[src/hdl/assert_macros.svh]
// ----------------------------------------------------------------------------
// assertion macros
// clocked assertions on clk with rst_n as the disable condition
// ----------------------------------------------------------------------------
`ifndef ASSERT_MACROS_SVH
`define ASSERT_MACROS_SVH

`ifndef ASSERT_OFF
`define ASSERT_CLK(label, prop, msg) \
    label: assert property (@(posedge clk) disable iff (!rst_n) prop) else $error(msg);
`define ASSERT_NEVER(label, cond, msg) \
    label: assert property (@(posedge clk) disable iff (!rst_n) !(cond)) else $error(msg);
`else
`define ASSERT_CLK(label, prop, msg)
`define ASSERT_NEVER(label, cond, msg)
`endif

`endif

[src/hdl/bpa_pkg.sv]
// ----------------------------------------------------------------------------
// bpa_pkg
// shared types, codes and helpers of the bmp pixel unpacker
// ----------------------------------------------------------------------------
`default_nettype none

package bpa_pkg;

    localparam logic [12:0] MAX_WIDTH       = 13'd4096;
    localparam logic [12:0] MAX_HEIGHT      = 13'd4096;
    localparam int          PALETTE_ENTRIES = 256;
    localparam int          COLOR_W         = 24;

    localparam logic [1:0] CMD_START     = 2'd0;
    localparam logic [1:0] CMD_PAL_WRITE = 2'd1;
    localparam logic [1:0] CMD_DATA      = 2'd2;
    localparam logic [1:0] CMD_RESERVED  = 2'd3;

    localparam logic [2:0] FMT_1BPP  = 3'd0;
    localparam logic [2:0] FMT_4BPP  = 3'd1;
    localparam logic [2:0] FMT_8BPP  = 3'd2;
    localparam logic [2:0] FMT_24BPP = 3'd3;
    localparam logic [2:0] FMT_32BPP = 3'd4;

    localparam logic [7:0] ALPHA_OPAQUE = 8'hFF;

    typedef enum logic [1:0] {
        OP_START,
        OP_PAL_WRITE,
        OP_DATA
    } op_t;

    typedef struct packed {
        op_t        op;
        logic [7:0] pal_index;
        logic [7:0] pal_red;
        logic [7:0] pal_green;
        logic [7:0] pal_blue;
        logic [7:0] data;
    } req_t;

    typedef struct packed {
        logic valid;
        req_t req;
    } queue_head_t;

    typedef struct packed {
        logic [2:0]  pixel_format;
        logic [12:0] image_width;
        logic [12:0] image_height;
        logic [1:0]  row_pad_bytes;
    } cfg_t;

    typedef struct packed {
        logic [7:0]  red;
        logic [7:0]  green;
        logic [7:0]  blue;
        logic [7:0]  alpha;
        logic [11:0] column;
        logic [11:0] row;
        logic        last_of_byte;
        logic        image_done;
    } pixel_t;

    function automatic logic [12:0] clamp_dim(input logic [12:0] v, input logic [12:0] maxv);
        logic [12:0] r;
        r = v;
        if (v == 13'd0)
        begin
            r = 13'd1;
        end
        else if (v > maxv)
        begin
            r = maxv;
        end
        return r;
    endfunction

endpackage

`default_nettype wire

[src/hdl/bpa_front.sv]
// ----------------------------------------------------------------------------
// bpa_front
// accepts requests, classifies the command and queues them for the back end
// ----------------------------------------------------------------------------
`default_nettype none
`include "assert_macros.svh"

module bpa_front
    import bpa_pkg::*;
#(
    parameter int DEPTH = 4
) (
    input  wire logic        clk,
    input  wire logic        rst_n,
    input  wire logic        in_valid,
    output logic             in_stall,
    input  wire logic [1:0]  command,
    input  wire logic [7:0]  palette_index,
    input  wire logic [7:0]  palette_red,
    input  wire logic [7:0]  palette_green,
    input  wire logic [7:0]  palette_blue,
    input  wire logic [7:0]  data_byte,
    output queue_head_t      head,
    input  wire logic        pop
);

    localparam int AW = (DEPTH > 1) ? $clog2(DEPTH) : 1;
    localparam int CW = $clog2(DEPTH + 1);

    req_t          mem_reg [DEPTH];
    logic [AW-1:0] wr_ptr_reg;
    logic [AW-1:0] wr_ptr_next;
    logic [AW-1:0] rd_ptr_reg;
    logic [AW-1:0] rd_ptr_next;
    logic [CW-1:0] count_reg;
    logic [CW-1:0] count_next;
    logic          keep;
    logic          push;
    req_t          req;

    // classify
    always_comb
    begin
        req.op        = OP_DATA;
        req.pal_index = palette_index;
        req.pal_red   = palette_red;
        req.pal_green = palette_green;
        req.pal_blue  = palette_blue;
        req.data      = data_byte;
        keep          = 1'b1;
        unique case (command)
            CMD_START:     req.op = OP_START;
            CMD_PAL_WRITE: req.op = OP_PAL_WRITE;
            CMD_DATA:      req.op = OP_DATA;
            default:       keep   = 1'b0;
        endcase
    end

    assign in_stall = (count_reg == CW'(DEPTH));
    assign push     = in_valid && !in_stall && keep;

    always_comb
    begin
        wr_ptr_next = wr_ptr_reg;
        rd_ptr_next = rd_ptr_reg;
        if (push)
        begin
            wr_ptr_next = (wr_ptr_reg == AW'(DEPTH - 1)) ? '0 : wr_ptr_reg + AW'(1);
        end
        if (pop)
        begin
            rd_ptr_next = (rd_ptr_reg == AW'(DEPTH - 1)) ? '0 : rd_ptr_reg + AW'(1);
        end
        count_next = count_reg + CW'(push) - CW'(pop);
    end

    always_ff @(posedge clk or negedge rst_n)
    begin
        if (!rst_n)
        begin
            wr_ptr_reg <= '0;
            rd_ptr_reg <= '0;
            count_reg  <= '0;
        end
        else
        begin
            wr_ptr_reg <= wr_ptr_next;
            rd_ptr_reg <= rd_ptr_next;
            count_reg  <= count_next;
        end
    end

    always_ff @(posedge clk)
    begin
        if (push)
        begin
            mem_reg[wr_ptr_reg] <= req;
        end
    end

    assign head.valid = (count_reg != '0);
    assign head.req   = mem_reg[rd_ptr_reg];

    `ASSERT_CLK(a_count_bound, count_reg <= CW'(DEPTH), "queue count above depth")
    `ASSERT_NEVER(a_pop_empty, pop && count_reg == '0, "pop from empty queue")
    `ASSERT_CLK(a_empty_ptrs, count_reg == '0 |-> rd_ptr_reg == wr_ptr_reg, "empty queue ptr skew")

endmodule

`default_nettype wire

[config.mk]
export PLATFORM = sky130hd
export DESIGN_NAME = bpa_front
export DESIGN_NICKNAME = d
export VERILOG_FILES = /design/src/hdl/bpa_pkg.sv /design/src/hdl/bpa_front.sv
export VERILOG_INCLUDE_DIRS = /design/src /design/src/hdl
export SDC_FILE = /design/constraint.sdc
export NUM_CORES = 1
export LEC_CHECK = 0
export ABC_AREA = 0
export BUFFER_PORTS_ARGS = -buffer_cell sky130_fd_sc_hd__buf_2
export CAP_MARGIN = 15
export CELL_PAD_IN_SITES_DETAIL_PLACEMENT = 0
export CELL_PAD_IN_SITES_GLOBAL_PLACEMENT = 1
export CORE_AREA = 2 2 121 146
export DETAILED_ROUTE_END_ITERATION = 8
export DIE_AREA = 0 0 123 148
export GPL_ROUTABILITY_DRIVEN = 0
export PLACE_DENSITY_LB_ADDON = 0.15
export REMOVE_ABC_BUFFERS = 1
export SYNTH_ARGS = -nofsm -noshare
export SYNTH_HDL_FRONTEND = slang
export SYNTH_SLANG_ARGS = --single-unit
export TNS_END_PERCENT = 5
[constraint.sdc]
create_clock -name clk -period 5.9 [get_ports clk]
set_clock_uncertainty 0.05 [all_clocks]
set_input_delay 0.59 -clock clk [delete_from_list [all_inputs] [get_ports clk]]
set_output_delay 0.59 -clock clk [all_outputs]
set_load 0.02 [all_outputs]
==> run summary, run 1 <==
Req. time, crit path -> 5.26 ns
Worst Max-Slew Pin Slew -> 0.922 ns
H-tree depth -> 4
Wire length of the first global-routing pass -> 17,800 um
Worst Path Buf+Inv -> 1
Layout cells sized above 1 -> 46.1%
Max transition margin -> 38.5%
Crit end category -> output pin
Max cap viols -> 0
CP delay by family, top -> flip-flops
Leading area contributor after synthesis -> edfxtp_1
Max reg flops -> 168
Post-CTS Setup Repair Bufs -> 0
Die Wd -> 123 um
Initial Util -> 39.2%
Clk Latency, worst-skew pair -> 0.41 ns
Design area -> 0.00776 sq mm
Peak supply drop -> 360 uV
Grt total ovfl -> 0
Via density per instance -> 4.93
Final Cycle Share -> 49.7%
TritonCTS clock tree -> done
Total CTS buffers -> 17
Slowest-stage cell, CP -> dfrtp_4
I/O pins -> 90
Drt pass-1 iters -> 3
Commonest non-fill, non-tap cell in the layout -> edfxtp_1
Cell variety after synth -> 20
Synthesis-stage register bit count -> 175
Num Clock Sinks -> 175
Initial antenna violation count -> 0
Clock period minus worst slack -> 2.93 ns
Synth top area share -> 76.7%
DRC -> 0
Detailed-route via count -> 2,906
M1 wire length -> 4600 um
Cell area after placement -> 0.00722 sq mm
Crit path cell chain -> mux4_2 -> buf_2
Layout Nets -> 416
Final Setup Violations -> 0
Total die area -> 0.0182 sq mm
Synthesized area -> 0.00658 sq mm
Outcome -> finished, final reports clean
Num rows -> 52
Pins Over Slew Limit -> 0
Max Used Layer -> met4
Clock buffer depth -> 2
Fill cell count -> 1,465
CP peak stage delay -> 1.04 ns
Vias in the first global route -> 3,241
Sequential share of the synthesized area -> 79.4%
Die H -> 148 um
Pleak -> 0.00266 uW
Hold Path Class -> in2reg
Root Driver -> clkbuf_16
Initial drt markers -> 154
Global Route Usage Sum -> 13.8%
Gate Count Post-Synth -> 259
Syn_area_per_cell -> 25.4 sq um
Crit Path Category -> reg2out
Antenna-violating nets left -> 0
Port bufs -> 89
Crit Path Max Fanout -> 45
Avg WL per Cell -> 20.0 um
Routed WL -> 11,800 um
Critical Path AT -> 2.29 ns
DR WL met3 -> 499 um
Most frequent cells in the layout -> 168 x edfxtp_1, 89 x buf_2, 42 x mux4_2, 17 x clkbuf_16
Fmax -> 0.341 GHz
RSZ-0062 raised after global routing -> false
Hold Vio Cnt, Final -> 0
Largest net degree at the start of global routing -> 46
Sum Neg Setup Slack -> 0 ns
Pwr dens -> 499 mW/mm^2
Syn-to-layout area delta -> 18.1%
WL met2 -> 6510 um
Setup crit start kind -> flip-flop
Core area -> 0.0168 sq mm
Area contributors post-synth -> edfxtp_1 77%, mux4_2 14%, dfrtp_1 2.7%, ha_1 1.3%, buf_12 0.91%
Clock transition at path regs -> 0.06 ns
Yosys Warn Count -> 0
Resized cells post-CTS -> 0
Dpl hpwl -> 7080 um
Diode count -> 0
-- what timing repair did --
item / in CTS / in global routing
endpoints found under the hold margin: 7 / 0
setup endpoints to repair: 0 / 0
hold buffers: 1 / 0
-- per-stage QoR --
stage | worst slack (ns) | power (uW) | utilization [%] | std cells | hold WS (ns)
4_1_cts | 2.87 | 3950 | 46.3 | 589 | 0.313
2_1_floorplan | 2.74 | 2510 | - | 248 | 0.244
3_3_place_gp | 3.29 | 2900 | 43.0 | 558 | 0.384
5_1_grt | 2.79 | 4070 | 46.3 | 589 | 0.317
6_report | 2.97 | 3870 | 46.3 | 589 | 0.334
3_5_place_dp | 3.24 | 2910 | 43.0 | 558 | 0.385
-- worst paths after layout --
kind	start	to	slack, ns	depth (start not counted)
worst max register to register	count_reg[1]	mem_reg[1][1]	3.46	4
worst min-delay path	palette_red[1]	mem_reg[2][25]	0.33	1
worst max-delay path	rd_ptr_reg[0]	head[33]	2.97	2
max in group asynchronous	rst_n	rd_ptr_reg[0]	5.15	2
min in group asynchronous	rst_n	count_reg[2]	0.48	2
worst min register to register	wr_ptr_reg[0]	wr_ptr_reg[0]	0.56	1
-- cell type report --
| class | count | area (sq um) | share of cell area [%] |
|---|---|---|---|
| sequential | 175 | 5230 | 67.3 |
| inverter | 7 | 26.3 | 0.338 |
| clock inverter | 8 | 92.6 | 1.19 |
| timing repair buffer | 95 | 493 | 6.35 |
| clock buffer | 22 | 444 | 5.72 |
| multi-input combinational | 66 | 1210 | 15.6 |
| tap | 216 | 270 | 3.48 |
-- power by group --
part,internal (uW),leakage [uW],switching (uW)
Clock,613,0.000255,415
Combinational,494,0.000797,613
Sequential,1590,0.00161,149
-- synthesized netlist by cell type --
library cell	count
mux4_2	42
buf_8	1
nor2_1	2
edfxtp_1	168
nor2b_1	1
or3_2	1
buf_12	3
mux2_4	2
clkbuf_1	1
dfrtp_1	7
buf_6	1
mux2_2	2
a211oi_4	1
buf_2	5
and2_2	4
fa_1	1
ha_1	7
inv_1	7
xnor2_1	2
nor3b_4	1
-- cell families (layout without fill, tap and decap cells) --
group	after synthesis	after routing	share of synthesized area [%]
DFF	175	175	79.4
buffers and inverters	18	132	2.15
AOI/OAI and AO/OA	1	1	0.304
adders and majority gates	8	8	1.64
muxes	46	46	15.2
and+or+nand+nor	9	9	1.07
xor gates and xnor gates	2	2	0.266
-- metal layers --
metal  global-route usage, %  vias up
met4                    5.11        0
li1                        -     1289
met5                       0        -
met1                    15.6     1544
met2                    24.2       57
met3                    4.28       16
No activity file was read; power rests on OpenSTA's default activity.
==> run 2: changes to the inputs <==
==> constraint.sdc (replaced) <==
create_clock -name clk -period 2.9 [get_ports clk]
set_clock_uncertainty 0.05 [all_clocks]
set_input_delay 0.29 -clock clk [delete_from_list [all_inputs] [get_ports clk]]
set_output_delay 0.29 -clock clk [all_outputs]
set_load 0.02 [all_outputs]
==> run 2 against run 1 <==
  * Global-route usage down 0.19 points
  * Cell area increased by 2.6%
  * Clock power increased by 120%
  * Combinational power rose by 120%
  * Sequential cell count unchanged
  * Die area did not move
  * Sequential power is 100% higher
  * Critical path type unchanged
==> run summary, run 2 (synthesis results as in run 1) <==
Outcome -> finished, final reports clean
Part of the power in registers -> 42.7% (-2.2 points)
Detailed-route via count -> 2,900 (-0.21%)
Peak supply drop -> 422 uV (+17%)
Worst Max-Slew Pin Slew -> 0.568 ns (-0.354 ns)
Worst r2r path cells -> 10 (+6)
Die Wd -> 123 um (unchanged)
Grt met1 use -> 15.7% (+0.11 points)
Storage element area -> 0.00523 sq mm (unchanged)
Wire length of the first global-routing pass -> 17,500 um (-1.9%)
Clock buffer depth -> 2 (unchanged)
Diode count -> 0 (unchanged)
Initial antenna violation count -> 1 (+1)
Resized cells post-CTS -> 0 (unchanged)
Gr busiest metal -> met2
Fmax -> 0.396 GHz
Req. time, crit path -> 2.56 ns (-2.70 ns)
Hold Path Class -> in2reg
Final Setup Violations -> 0 (unchanged)
Fill cell count -> 1,443 (-1.5%)
Num rows -> 52 (unchanged)
Total CTS buffers -> 17 (unchanged)
Root Driver -> clkbuf_16
Worst r2r dst -> count_reg[2]
Hold Vio Cnt, Final -> 0 (unchanged)
Final Util -> 47.4% (+1.2 points)
Multi-input gate area -> 0.00121 sq mm (unchanged)
I/O pins -> 90 (unchanged)
Avg WL per Cell -> 19.3 um (-3.6%)
Global Route Usage Sum -> 13.6% (-0.19 points)
Final non-filler cell total -> 598 (+1.5%)
Power share of the clock group -> 28.0% (+1.5 points)
Layout Nets -> 424 (+1.9%)
R2r setup slk -> 0.56 ns (-2.90 ns)
Layout cells sized above 1 -> 48.7% (+2.6 points)
FF-to-FF Start -> count_reg[2]
H-tree depth -> 4 (unchanged)
Initial drt markers -> 162 (+5.2%)
Pins Over Slew Limit -> 0 (unchanged)
RSZ-0062 raised after global routing -> false
Setup crit start kind -> flip-flop
Max reg flops -> 168 (unchanged)
Pre-CTS WS -> 0.535 ns (-2.71 ns)
Crit end category -> output pin
Most frequent cells in the layout -> 168 x edfxtp_1, 89 x buf_2, 42 x mux4_2, 17 x clkbuf_16
TritonCTS clock tree -> done
Initial Util -> 39.2% (unchanged)
Core area -> 0.0168 sq mm (unchanged)
Routing usage on met3 -> 3.97% (-0.31 points)
Final Cycle Share -> 87.2%
Pleak -> 0.00276 uW (+3.6%)
Pwr dens -> 1030 mW/mm^2 (+110%)
Grt total ovfl -> 0 (unchanged)
Syn-to-layout area delta -> 21.1%
Die H -> 148 um (unchanged)
Min Hold Slack -> 0.0327 ns (-0.301 ns)
Clk Latency, worst-skew pair -> 0.42 ns (about the same)
Gate power share -> 29.3% (+0.7 points)
Worst setup margin -> 0.372 ns (-2.60 ns)
Placed Cells -> 566 (+1.4%)
Port bufs -> 89 (unchanged)
Drt pass-1 iters -> 4 (+1)
Sw power -> 2440 uW (+110%)
Total die area -> 0.0182 sq mm (unchanged)
Critical Path AT -> 2.19 ns (-0.10 ns)
CP startpoint -> rd_ptr_reg[0]
Largest net degree at the start of global routing -> 32 (-30%)
Critical Path End -> head[17]
Cell Int Power -> 5760 uW (+110%)
Antenna-violating nets left -> 0 (unchanged)
Max cap viols -> 0 (unchanged)
DRC -> 0 (unchanged)
Via density per instance -> 4.85 (-1.7%)
Sum Neg Setup Slack -> 0 ns (unchanged)
Clock period minus worst slack -> 2.53 ns
Clock transition at path regs -> 0.06 ns (about the same)
Max transition margin -> 62.1% (+24 points)
Vias in the first global route -> 3,194 (-1.5%)
Crit Path Category -> reg2out
GRT met2 Usage -> 23.3% (-0.86 points)
Switching part of the total -> 29.8% (-0.61 points)
Commonest non-fill, non-tap cell in the layout -> edfxtp_1
Routed WL -> 11,500 um (-2.1%)
Num Clock Sinks -> 175 (unchanged)
Crit Path Max Fanout -> 26 (-42%)
Dpl hpwl -> 7420 um (+4.8%)
## run 2: changes by cell type in the layout (fill, tap and decap cells not counted)
cell,previous run,this run
buf_4,5,7
clkinv_2,2,5
clkinv_1,2,1
bufinv_16,2,4
clkinvlp_4,2,3
buf_12,0,6
clkbuf_1,5,1
## run 2: metal layers
| metal | routed length (um) | vias to the layer above |
|---|---|---|
| met5 | 13 | - |
| met4 | 184 | 2 |
| met3 | 542 | 17 |
| met2 | 6260 | 65 |
| met1 | 4530 | 1510 |
| li1 | - | 1306 |
## run 2: worst min-delay path by stage
stage                                start              to  cells after the start
final                     palette_index[6]  mem_reg[2][38]                      1
after global routing        palette_red[6]  mem_reg[0][30]                      1
after CTS                 palette_green[7]  mem_reg[1][23]                      1
after detailed placement             rst_n    count_reg[0]                      1
after global placement               rst_n    count_reg[0]                      1
after floorplan                      rst_n    count_reg[0]                      0
## run 2: power by group through the flow
stage / combinational (uW) / sequential (uW) / clock (uW)
2_1_floorplan: 1530 / 3570 / 0
3_3_place_gp: 2470 / 3550 / 0
3_5_place_dp: 2470 / 3580 / 0
4_1_cts: 2470 / 3530 / 2360
5_1_grt: 2580 / 3570 / 2460
6_report: 2400 / 3500 / 2290
## run 2: cell type report
type	count	share of cell area, %
Sequential cell	175	65.6
Multi-Input combinational cell	66	15.2
Timing Repair Buffer	103	7.89
Clock buffer	18	5.39
Tap cell	216	3.39
Clock inverter	13	2.15
Inverter	7	0.330
## run 2: repair_timing
action / in CTS / in global routing
setup buffers: 0 / 0
hold endpoints to repair: 7 / 0
hold buffers: 1 / 0
## run 2: worst max-delay path, stage by stage (launching register included)
cell	delay, ns
dfrtp_4	0.79
buf_12	0.26
mux4_2	0.53
buf_2	0.18
## run 2: stage by stage
step | power (uW) | cell area, sq um
after detailed placement | 6050 | 7350
after CTS | 8360 | 7960
after global placement | 6030 | 7350
final | 8200 | 7960
after floorplan | 5100 | 6460
after global routing | 8600 | 7960
